===== config.mk =====
export PLATFORM = sky130hd
export DESIGN_NAME = sha1_stream_hasher
export DESIGN_NICKNAME = d
export VERILOG_FILES = /design/src/sha1s_pkg.sv /design/src/sha1s_sched.sv /design/src/sha1s_round.sv /design/src/sha1_stream_hasher.sv
export VERILOG_INCLUDE_DIRS = /design/src /design/src/src
export SDC_FILE = /design/constraint.sdc
export NUM_CORES = 2
export LEC_CHECK = 0
export BUFFER_PORTS_ARGS = -buffer_cell sky130_fd_sc_hd__buf_4
export CAP_MARGIN = 20
export CORE_MARGIN = 2
export CORE_UTILIZATION = 55
export DETAILED_ROUTE_END_ITERATION = 7
export PLACE_DENSITY = 0.81
export SYNTH_ARGS = -nofsm -noshare
export SYNTH_HDL_FRONTEND = slang
export SYNTH_SLANG_ARGS = --single-unit

===== constraint.sdc =====
create_clock -name clk -period 53.7 [get_ports clk]
set_clock_uncertainty 0.2 [all_clocks]
set_input_delay 10.74 -clock clk [delete_from_list [all_inputs] [get_ports clk]]
set_output_delay 10.74 -clock clk [all_outputs]
set_load 0.005 [all_outputs]

===== src/sha1_stream_hasher_assert.svh =====
// Assertion macros shared by the hasher RTL.
`ifndef SHA1_STREAM_HASHER_ASSERT_SVH
`define SHA1_STREAM_HASHER_ASSERT_SVH
`ifndef ASSERT_OFF
`define SHA1S_ASSERT(lbl, prop, msg) \
  lbl: assert property (@(posedge clk) disable iff (!rst_n) prop) else $error(msg);
`define SHA1S_NEVER(lbl, cond, msg) \
  lbl: assert property (@(posedge clk) disable iff (!rst_n) !(cond)) else $error(msg);
`else
`define SHA1S_ASSERT(lbl, prop, msg)
`define SHA1S_NEVER(lbl, cond, msg)
`endif
`endif


===== src/sha1s_pkg.sv =====
package sha1s_pkg;

  localparam logic [31:0] SHA1_K0 = 32'h5a827999;
  localparam logic [31:0] SHA1_K1 = 32'h6ed9eba1;
  localparam logic [31:0] SHA1_K2 = 32'h8f1bbcdc;
  localparam logic [31:0] SHA1_K3 = 32'hca62c1d6;
  localparam logic [7:0]  PAD_MARK = 8'h80;

  typedef logic [4:0][31:0] chain_t;

  // index 0 holds h0
  localparam chain_t SHA1_IV = {32'hc3d2e1f0, 32'h10325476, 32'h98badcfe,
                                32'hefcdab89, 32'h67452301};

  typedef struct packed {
    logic [7:0] msg_byte;
    logic       byte_valid;
    logic       msg_end;
  } in_beat_t;

  typedef struct packed {
    logic [31:0] digest_word;
    logic        last_word;
  } out_beat_t;

  typedef struct packed {
    logic start;
    logic init;
  } rnd_ctl_t;

  typedef struct packed {
    logic step;
    logic done;
  } rnd_sts_t;

endpackage


===== src/sha1s_sched.sv =====
module sha1s_sched (
  input  logic        clk,
  input  logic        shift_en,
  input  logic [7:0]  shift_byte,
  input  logic        step_en,
  output logic [31:0] w_out
);
  import sha1s_pkg::*;

  logic [511:0] win_r;
  logic [511:0] win_nxt;
  logic [31:0]  mix_w;
  logic [31:0]  new_w;

  // oldest word sits at the top: W[t] = win_r[511:480]
  assign mix_w = win_r[447:416] ^ win_r[255:224] ^ win_r[95:64] ^ win_r[511:480];
  assign new_w = {mix_w[30:0], mix_w[31]};
  assign w_out = win_r[511:480];

  always_comb begin
    win_nxt = win_r;
    if (step_en) begin
      win_nxt = {win_r[479:0], new_w};
    end else if (shift_en) begin
      win_nxt = {win_r[503:0], shift_byte};
    end
  end

  always_ff @(posedge clk) begin
    win_r <= win_nxt;
  end

endmodule


===== src/sha1s_round.sv =====
`include "sha1_stream_hasher_assert.svh"

module sha1s_round (
  input  logic               clk,
  input  logic               rst_n,
  input  sha1s_pkg::rnd_ctl_t ctl,
  input  logic [31:0]        w_in,
  output sha1s_pkg::rnd_sts_t sts,
  output sha1s_pkg::chain_t   chain
);
  import sha1s_pkg::*;

  chain_t      chain_r;
  logic [31:0] a_r, b_r, c_r, d_r, e_r;
  logic [6:0]  rnd_r;
  logic        active_r;
  logic        add_r;
  logic [31:0] f_w;
  logic [31:0] k_w;
  logic [31:0] nx_w;

  always_comb begin
    if (rnd_r < 7'd20) begin
      f_w = (b_r & c_r) | (~b_r & d_r);
      k_w = SHA1_K0;
    end else if (rnd_r < 7'd40) begin
      f_w = b_r ^ c_r ^ d_r;
      k_w = SHA1_K1;
    end else if (rnd_r < 7'd60) begin
      f_w = (b_r & c_r) | (b_r & d_r) | (c_r & d_r);
      k_w = SHA1_K2;
    end else begin
      f_w = b_r ^ c_r ^ d_r;
      k_w = SHA1_K3;
    end
    nx_w = {a_r[26:0], a_r[31:27]} + f_w + e_r + k_w + w_in;
  end

  always_ff @(posedge clk) begin
    if (!rst_n) begin
      chain_r  <= SHA1_IV;
      rnd_r    <= 7'd0;
      active_r <= 1'b0;
      add_r    <= 1'b0;
    end else begin
      add_r <= 1'b0;
      if (ctl.init) begin
        chain_r <= SHA1_IV;
      end else if (add_r) begin
        chain_r[0] <= chain_r[0] + a_r;
        chain_r[1] <= chain_r[1] + b_r;
        chain_r[2] <= chain_r[2] + c_r;
        chain_r[3] <= chain_r[3] + d_r;
        chain_r[4] <= chain_r[4] + e_r;
      end
      if (ctl.start) begin
        active_r <= 1'b1;
        rnd_r    <= 7'd0;
      end else if (active_r) begin
        if (rnd_r == 7'd79) begin
          active_r <= 1'b0;
          add_r    <= 1'b1;
        end
        rnd_r <= rnd_r + 7'd1;
      end
    end
  end

  always_ff @(posedge clk) begin
    if (ctl.start) begin
      a_r <= chain_r[0];
      b_r <= chain_r[1];
      c_r <= chain_r[2];
      d_r <= chain_r[3];
      e_r <= chain_r[4];
    end else if (active_r) begin
      a_r <= nx_w;
      b_r <= a_r;
      c_r <= {b_r[1:0], b_r[31:2]};
      d_r <= c_r;
      e_r <= d_r;
    end
  end

  assign sts.step = active_r;
  assign sts.done = add_r;
  assign chain    = chain_r;

  `SHA1S_NEVER(a_start_busy, ctl.start && (active_r || add_r), "start while compressing")
  `SHA1S_NEVER(a_step_done, active_r && add_r, "round step during chain add")
  `SHA1S_ASSERT(a_last_round, (active_r && rnd_r == 7'd79 && !ctl.start) |=> add_r, "no add after last round")

endmodule


===== src/sha1_stream_hasher.sv =====
// SHA-1 hasher for a byte stream.
// Input channel (in_valid/in_stall/in_data): one beat carries an optional
// message byte and an optional end-of-message mark; a beat with both takes
// the byte as the last of the message. A beat with neither does nothing.
// A byte is taken only while the block is idle. Every 64th byte
// starts a compression: 80 rounds on the single round unit plus load and
// add, during which in_stall stays high. On end of message the tail is
// padded one byte per cycle outside compressions (0x80, zeros, 64-bit
// bit length), with one or two compressions.
// Output channel (out_valid/out_stall/out_data) then gives five beats,
// h0..h4, last_word set on h4; a stalled beat holds. After the fifth beat
// the block returns to the initial chain values and takes a new message.
// rst_n (synchronous, active low) restores the initial chain values and
// drops any message in progress.
`include "sha1_stream_hasher_assert.svh"

module sha1_stream_hasher (
  input  logic                 clk,
  input  logic                 rst_n,
  input  logic                 in_valid,
  output logic                 in_stall,
  input  sha1s_pkg::in_beat_t  in_data,
  output logic                 out_valid,
  input  logic                 out_stall,
  output sha1s_pkg::out_beat_t out_data
);
  import sha1s_pkg::*;

  typedef enum logic [1:0] {S_IDLE, S_PAD, S_COMP, S_OUT} state_t;

  state_t      state_r, state_nxt;
  logic [5:0]  fill_r, fill_nxt;
  logic [63:0] bitcnt_r, bitcnt_nxt;
  logic        mark_r, mark_nxt;
  logic        len_ok_r, len_ok_nxt;
  logic        pad_r, pad_nxt;
  logic        final_r, final_nxt;
  logic        start_r, start_nxt;
  logic        init_r, init_nxt;
  logic [2:0]  widx_r, widx_nxt;

  logic        shift_en;
  logic [7:0]  shift_byte;
  logic [31:0] w_word;
  rnd_ctl_t    ctl;
  rnd_sts_t    sts;
  chain_t      chain;

  always_comb begin
    state_nxt  = state_r;
    fill_nxt   = fill_r;
    bitcnt_nxt = bitcnt_r;
    mark_nxt   = mark_r;
    len_ok_nxt = len_ok_r;
    pad_nxt    = pad_r;
    final_nxt  = final_r;
    widx_nxt   = widx_r;
    start_nxt  = 1'b0;
    init_nxt   = 1'b0;
    shift_en   = 1'b0;
    shift_byte = 8'h00;
    case (state_r)
      S_IDLE: begin
        if (in_valid) begin
          if (in_data.byte_valid) begin
            shift_en   = 1'b1;
            shift_byte = in_data.msg_byte;
            fill_nxt   = fill_r + 6'd1;
            bitcnt_nxt = bitcnt_r + 64'd8;
          end
          if (in_data.msg_end) begin
            pad_nxt  = 1'b1;
            mark_nxt = 1'b1;
          end
          if (in_data.byte_valid && fill_r == 6'd63) begin
            state_nxt = S_COMP;
            start_nxt = 1'b1;
          end else if (in_data.msg_end) begin
            state_nxt = S_PAD;
          end
        end
      end
      S_PAD: begin
        shift_en = 1'b1;
        fill_nxt = fill_r + 6'd1;
        if (mark_r) begin
          shift_byte = PAD_MARK;
          mark_nxt   = 1'b0;
          len_ok_nxt = (fill_r < 6'd56);
        end else if (fill_r >= 6'd56 && len_ok_r) begin
          shift_byte = bitcnt_r[63:56];
          bitcnt_nxt = {bitcnt_r[55:0], 8'h00};
        end
        if (fill_r == 6'd63) begin
          state_nxt  = S_COMP;
          start_nxt  = 1'b1;
          len_ok_nxt = 1'b1;
          final_nxt  = len_ok_r && !mark_r;
        end
      end
      S_COMP: begin
        if (sts.done) begin
          if (final_r) begin
            state_nxt = S_OUT;
            widx_nxt  = 3'd0;
          end else if (pad_r) begin
            state_nxt = S_PAD;
          end else begin
            state_nxt = S_IDLE;
          end
        end
      end
      S_OUT: begin
        if (!out_stall) begin
          if (widx_r == 3'd4) begin
            state_nxt  = S_IDLE;
            init_nxt   = 1'b1;
            bitcnt_nxt = 64'd0;
            pad_nxt    = 1'b0;
            final_nxt  = 1'b0;
            len_ok_nxt = 1'b0;
            mark_nxt   = 1'b0;
            fill_nxt   = 6'd0;
          end else begin
            widx_nxt = widx_r + 3'd1;
          end
        end
      end
      default: begin
        state_nxt = S_IDLE;
      end
    endcase
  end

  always_ff @(posedge clk) begin
    if (!rst_n) begin
      state_r  <= S_IDLE;
      fill_r   <= 6'd0;
      bitcnt_r <= 64'd0;
      mark_r   <= 1'b0;
      len_ok_r <= 1'b0;
      pad_r    <= 1'b0;
      final_r  <= 1'b0;
      start_r  <= 1'b0;
      init_r   <= 1'b0;
      widx_r   <= 3'd0;
    end else begin
      state_r  <= state_nxt;
      fill_r   <= fill_nxt;
      bitcnt_r <= bitcnt_nxt;
      mark_r   <= mark_nxt;
      len_ok_r <= len_ok_nxt;
      pad_r    <= pad_nxt;
      final_r  <= final_nxt;
      start_r  <= start_nxt;
      init_r   <= init_nxt;
      widx_r   <= widx_nxt;
    end
  end

  assign ctl.start = start_r;
  assign ctl.init  = init_r;

  sha1s_sched u_sched (
    .clk        (clk),
    .shift_en   (shift_en),
    .shift_byte (shift_byte),
    .step_en    (sts.step),
    .w_out      (w_word)
  );

  sha1s_round u_round (
    .clk   (clk),
    .rst_n (rst_n),
    .ctl   (ctl),
    .w_in  (w_word),
    .sts   (sts),
    .chain (chain)
  );

  assign in_stall             = (state_r != S_IDLE);
  assign out_valid            = (state_r == S_OUT);
  assign out_data.digest_word = chain[widx_r];
  assign out_data.last_word   = (widx_r == 3'd4);

  `SHA1S_NEVER(a_out_fill, out_valid && fill_r != 6'd0, "digest beat with partial block")
  `SHA1S_NEVER(a_done_state, sts.done && state_r != S_COMP, "compression done outside wait")
  `SHA1S_NEVER(a_final_pad, final_r && !pad_r, "final block without message end")

endmodule

* Yosys cells after proc, flatten, opt, wreduce, memory -nomap -nowiden
Cells that the tools add are included.
** Storage, ports and cells
- Bits in registers :: 922
- Bits of input ports :: 14
- Output and inout port bits :: 35
- Logic and storage cells :: 177
** Cells by class
- Add/sub/neg operators :: 13
- Magnitude comparators :: 6
- Equal/unequal tests :: 19
- Multiplexer cells :: 75
- Bitwise logic cells :: 16
- Reductions and logical operators :: 24
** Operators with widths (count)
- two-way mux 512 bit :: 2
- two-way mux 32 bit :: 16
- two-way mux 64 bit :: 6
- adder 32 bit :: 9
- one-hot mux 64 bit (3 select lines) :: 1
- XOR 32 bit :: 5
- AND 32 bit :: 4
- binary-select mux 32 bit (select 3 bit) :: 1
- bitwise OR 32 bit :: 3
- adder 64 x 4 -> 64 bit, second input constant :: 1
- two-way mux 8 bit :: 4
- inverter 32 bit :: 1
- two-way mux 31 bit :: 1
- two-way mux 6 bit :: 4
- AND reduction 5 bit :: 4
- two-way mux 1 bit :: 18
- != test 2 bit, second input constant :: 9
- one-hot mux 6 bit (3 select lines) :: 1
- two-way mux 2 bit :: 8
- one-hot mux 8 bit (2 select lines) :: 1
- < comparator 7 x 6 -> 1 bit, second input constant :: 2
- two-way mux 3 bit :: 4
- nonzero test 2 bit :: 6
- one-hot mux 1 bit (2 select lines) :: 5
- other kinds (27) :: 37

* Longest topological paths before layout
- Depth in word-level cells :: 12
- Gate-level depth with buffers :: 26
- Depth with buffers taken out :: 24

* Hierarchy
From an unflattened synthesis, not the netlist that was laid out.
** Second synthesis, totals
- Cell total of the unflattened synthesis :: 4735
- Area, all modules :: 54149.4 µm²
** Modules (own cells, without submodules)
- sha1s_round :: instances 1, cells each 2682, area an instance 25140.4 µm², sequential area each 8187.9 µm²
- sha1s_sched :: instances 1, cells each 1246, area an instance 22860.7 µm², sequential area each 15374.7 µm²
- sha1_stream_hasher :: instances 1, cells each 807, area an instance 6148.4 µm², sequential area each 1561.5 µm²

* Worst setup path before layout
No wires, ideal clock.
- Path kind :: input -> register
- Start point :: input port in_valid
- End point :: register u_sched.win_r[0] (enable)
- Setup time :: 2.097 ns
- Arrival time :: 46.431 ns
- Data required time :: 51.403 ns
- Setup slack :: 4.972 ns
- Stages on the path :: 2
- Buffers on the path :: 0
- Path through :: a21oi_1 > o21ai_0
** Between the ends
- Longest elaborated chain between the ends :: 3
** RTL lines
- start, declared :: RTL line sha1_stream_hasher.sv:20 : input logic in_valid,
- two-way mux 1 bit :: RTL line sha1_stream_hasher.sv:64 : if (in_valid) begin
- one-hot mux 1 bit (2 select lines) :: RTL line sha1_stream_hasher.sv:62 : case (state_r)
- nonzero test 2 bit (no source line)
- end signal, assigned :: RTL line sha1s_sched.sv:30 : win_r <= win_nxt;
- end, declared :: RTL line sha1s_sched.sv:10 : logic [511:0] win_r;
Every way passes these cells.
A chain may end at the register's enable or synchronous reset.

* Final worst setup path
- Start point :: input port in_valid
- End point :: register u_sched.win_r[384] (enable)
Same word-level chain as after synthesis.

==> results.py <==
metrics = {
    "status": {
        "run_status": "finished clean",
    },
    "synth": {
        "synth-edff-count": 672,
        "yosysMostFrequentCell": "edfxtp_1",
        "synthTopCellsByCount": "672 x edfxtp_1, 575 x mux2_2, 336 x nand2_1, 323 x nor2_1, 300 x o21ai_0",
        "yosys.area.top_type": "edfxtp_1",
        "yosysWarningCount": 0,
        "synth_top_area_frac": 0.381,
        "synth-simple-area-share": 0.0840,
        "synth_xor_area_frac": 0.0458,
        "synth-seq-cells": 919,
        "synth.avg_cell_area_um2": 11.4,
        "synth_fa_ha_area_frac": 0.0937,
        "ys_async_sr_fraction": 0,
        "ys.flop_type": "edfxtp_1",
        "synthMuxAreaShare": 0.153,
        "synth_compound_area_frac": 0.117,
        "synth_top_family_by_area": "multiplexers",
        "netlist_top_cells_area": "edfxtp_1 38%, mux2_2 12%, dfxtp_1 9.3%",
        "syn_inst": 4650,
        "ys_seq_area_frac": 0.474,
        "syn_area_um2": 53000,
        "syn_nets": 4989,
        "synth_cell_type_count": 83,
    },
    "final_layout": {
        "area_growth_pct": 8.86,
        "fill_cells": 7309,
        "final_util": 0.606,
        "diodes": 0,
        "drive_gt1_frac": 0.188,
        "layout.nets": 4969,
        "multiInputGateArea_um2": 26100,
        "seq_area_um2": 25100,
    },
    "cts": {
        "path_clk_slew_ns": 0.06,
        "cts.sinks": 919,
        "ctsLongestPathBuffers": 3,
        "clk_latency_ns": 0.70,
        "cts_buffers": 95,
        "cts_root_buffer": "clkbuf_16",
        "cts_tree": "done",
        "cts_hold_buf": 0,
        "htreeDepth": 3,
        "post-cts-setup-buffers": 0,
        "cts_resized": 0,
    },
    "placed_design": {
        "numPortBuffers": 48,
        "gp_congestion": 0.956,
        "hpwl_mm": 90.6,
    },
    "power_and_ir_drop": {
        "p_leak_nw": 21.1,
        "power-per-cell-area_nw_per_um2": 28.8,
        "irDropWorstVdd_v": 0.0000274,
        "power_mw": 1.66,
    },
    "drt": {
        "drc": 0,
        "met1_length_mm": 54.0,
        "dr_wl_met3_mm": 10.1,
        "dr.max_layer_used": "met4",
        "viasPerCell": 6.21,
        "wl_met2_mm": 62.3,
        "drt_wl_total_mm": 132,
        "ant_nets": 0,
        "vias": 37129,
        "first_pass_iters": 6,
        "wl_per_cell_um": 22.2,
        "drt-initial-drc-count": 4298,
    },
    "setup_path": {
        "crit_chain": "buf_4 -> a21oi_1 -> o21ai_4 -> buf_12 -> buf_4 -> buf_4",
        "cpMaxStageDelayCell": "buf_4",
        "path_delay_family": "buffers and inverters",
        "setup.worst_path.end_class": "register",
        "crit_required_ns": 53.82,
        "cp_max_fo": 181,
        "cp-start-kind": "input port",
        "crit_buf_inv": 4,
        "cpMostUsedCell": "buf_4",
        "crit_type": "in2reg",
        "slowest_delay_ns": 0.88,
        "critPathArrivalTime_ns": 14.35,
    },
    "sta": {
        "drv_slew": 0,
        "setup_viol": 0,
        "fmax_mhz": 70.3,
        "fin_tns_setup_ns": 0,
        "max_slew.worst_pin.slew_ns": 1.12,
        "relSlewSlack": 0.246,
        "rsz0062_at_grt": "no",
        "finalCritPeriodShare": 0.265,
        "min_period_ns": 14.23,
        "whs_ns": 0.288,
        "finalHoldViolCount": 0,
    },
    "floorplanning": {
        "die_y_um": 314,
        "rows": 113,
        "die_w_um": 314,
        "ios": 49,
        "start_util": 0.557,
        "coreArea_um2": 95200,
        "dieArea_um2": 98800,
    },
    "global_route": {
        "grt_max_degree": 182,
        "grt_use_total": 0.265,
        "grt_pass1_wl_mm": 205,
        "grt_pass1_vias": 36518,
        "antenna_found_initial": 0,
        "overflow": 0,
    },
    "hold_path": {
        "hold_class": "reg2reg",
    },
    "job": {
        "cap_violations": 0,
    },
}
sequential cells by signal, summed over array words and instances (netlist names):
name              cells
u_sched.win_r       512
u_round.chain       160
bitcnt_r             61
u_round.a_r          32
u_round.b_r          32
u_round.c_r          32
u_round.d_r          32
u_round.e_r          32
u_round.rnd_r         7
fill_r                6
widx_r                3
state_r               2
final_r               1
init_r                1
len_ok_r              1
mark_r                1
pad_r                 1
start_r               1
u_round.active_r      1
u_round.add_r         1
power by group:
part	internal (mW)	total (mW)	switching, mW	leakage (nW)
registers	0.811	0.838	0.0269	8.38
logic	0.0675	0.154	0.0862	11.3
clock network	0.376	0.669	0.293	1.51
total	1.25	1.66	0.406	21.1
worst reg2reg max path: cells and delay by family (launching register included):
family | cells | cell delay, ns
compound gates | 9 | 3.23
xor+xnor | 1 | 0.22
fa+ha+maj | 4 | 1.83
buf+inv | 5 | 1.69
flops | 1 | 0.37
simple gates | 4 | 0.55
layer usage:
metal,vias to the layer above,track usage
met5,-,0
met4,0,0.116
met3,335,0.0440
met2,1461,0.433
met1,18356,0.350
li1,16977,-
cells in the final DEF, fill, tap and decap left out, drive strengths merged, types with 125 or more instances in the layout:
| cell type | Yosys | layout |
|---|---|---|
| a21oi | 281 | 281 |
| o21ai | 307 | 307 |
| nand2 | 336 | 336 |
| mux2 | 575 | 575 |
| xnor2 | 202 | 202 |
| ha | 206 | 206 |
| inv | 254 | 258 |
| clkbuf | 184 | 125 |
| edfxtp | 672 | 672 |
| dfxtp | 247 | 247 |
| nor2 | 323 | 323 |
path summary, 6_finish.rpt:
check                                                   start                      endpoint  slack (ns)  depth (start not counted)
worst max-delay path                                 in_valid  u_sched.win_r[384]$_DFFE_PP_       39.47                          6
worst min-delay path                   fill_r[5]$_SDFFE_PN0P_        fill_r[5]$_SDFFE_PN0P_        0.29                          2
worst max register to register  u_round.rnd_r[2]$_SDFFE_PP0P_     u_round.a_r[28]$_DFFE_PP_       45.33                         23
worst min register to register         fill_r[5]$_SDFFE_PN0P_        fill_r[5]$_SDFFE_PN0P_        0.29                          2
cell families after synthesis:
kind of cell	Yosys count
AO/OA/AOI/OAI	993
XOR/XNOR	277
adder cells (fa/ha/maj)	325
buffers and inverters	464
flip-flops	919
multiplexers	695
AND/OR/NAND/NOR	977
cell type report:
| cell class | instances | share of cell area |
|---|---|---|
| flip-flops and latches | 919 | 0.436 |
| clock inverters | 52 | 0.0103 |
| well taps | 1265 | 0.0275 |
| clock buffers | 125 | 0.0441 |
| multi-input cells | 3267 | 0.453 |
| repair buffers | 90 | 0.0123 |
| inverters | 257 | 0.0168 |
stage by stage:
stage	instances	worst slack [ns]	cell area, um^2
2_1_floorplan	4650	4.97	53000
3_3_place_gp	5797	38.85	54500
3_5_place_dp	5797	38.79	54500
4_1_cts	5974	39.56	57600
5_1_grt	5975	39.30	57600
6_report	5975	39.47	57600
(Power assumes the default switching activity.)
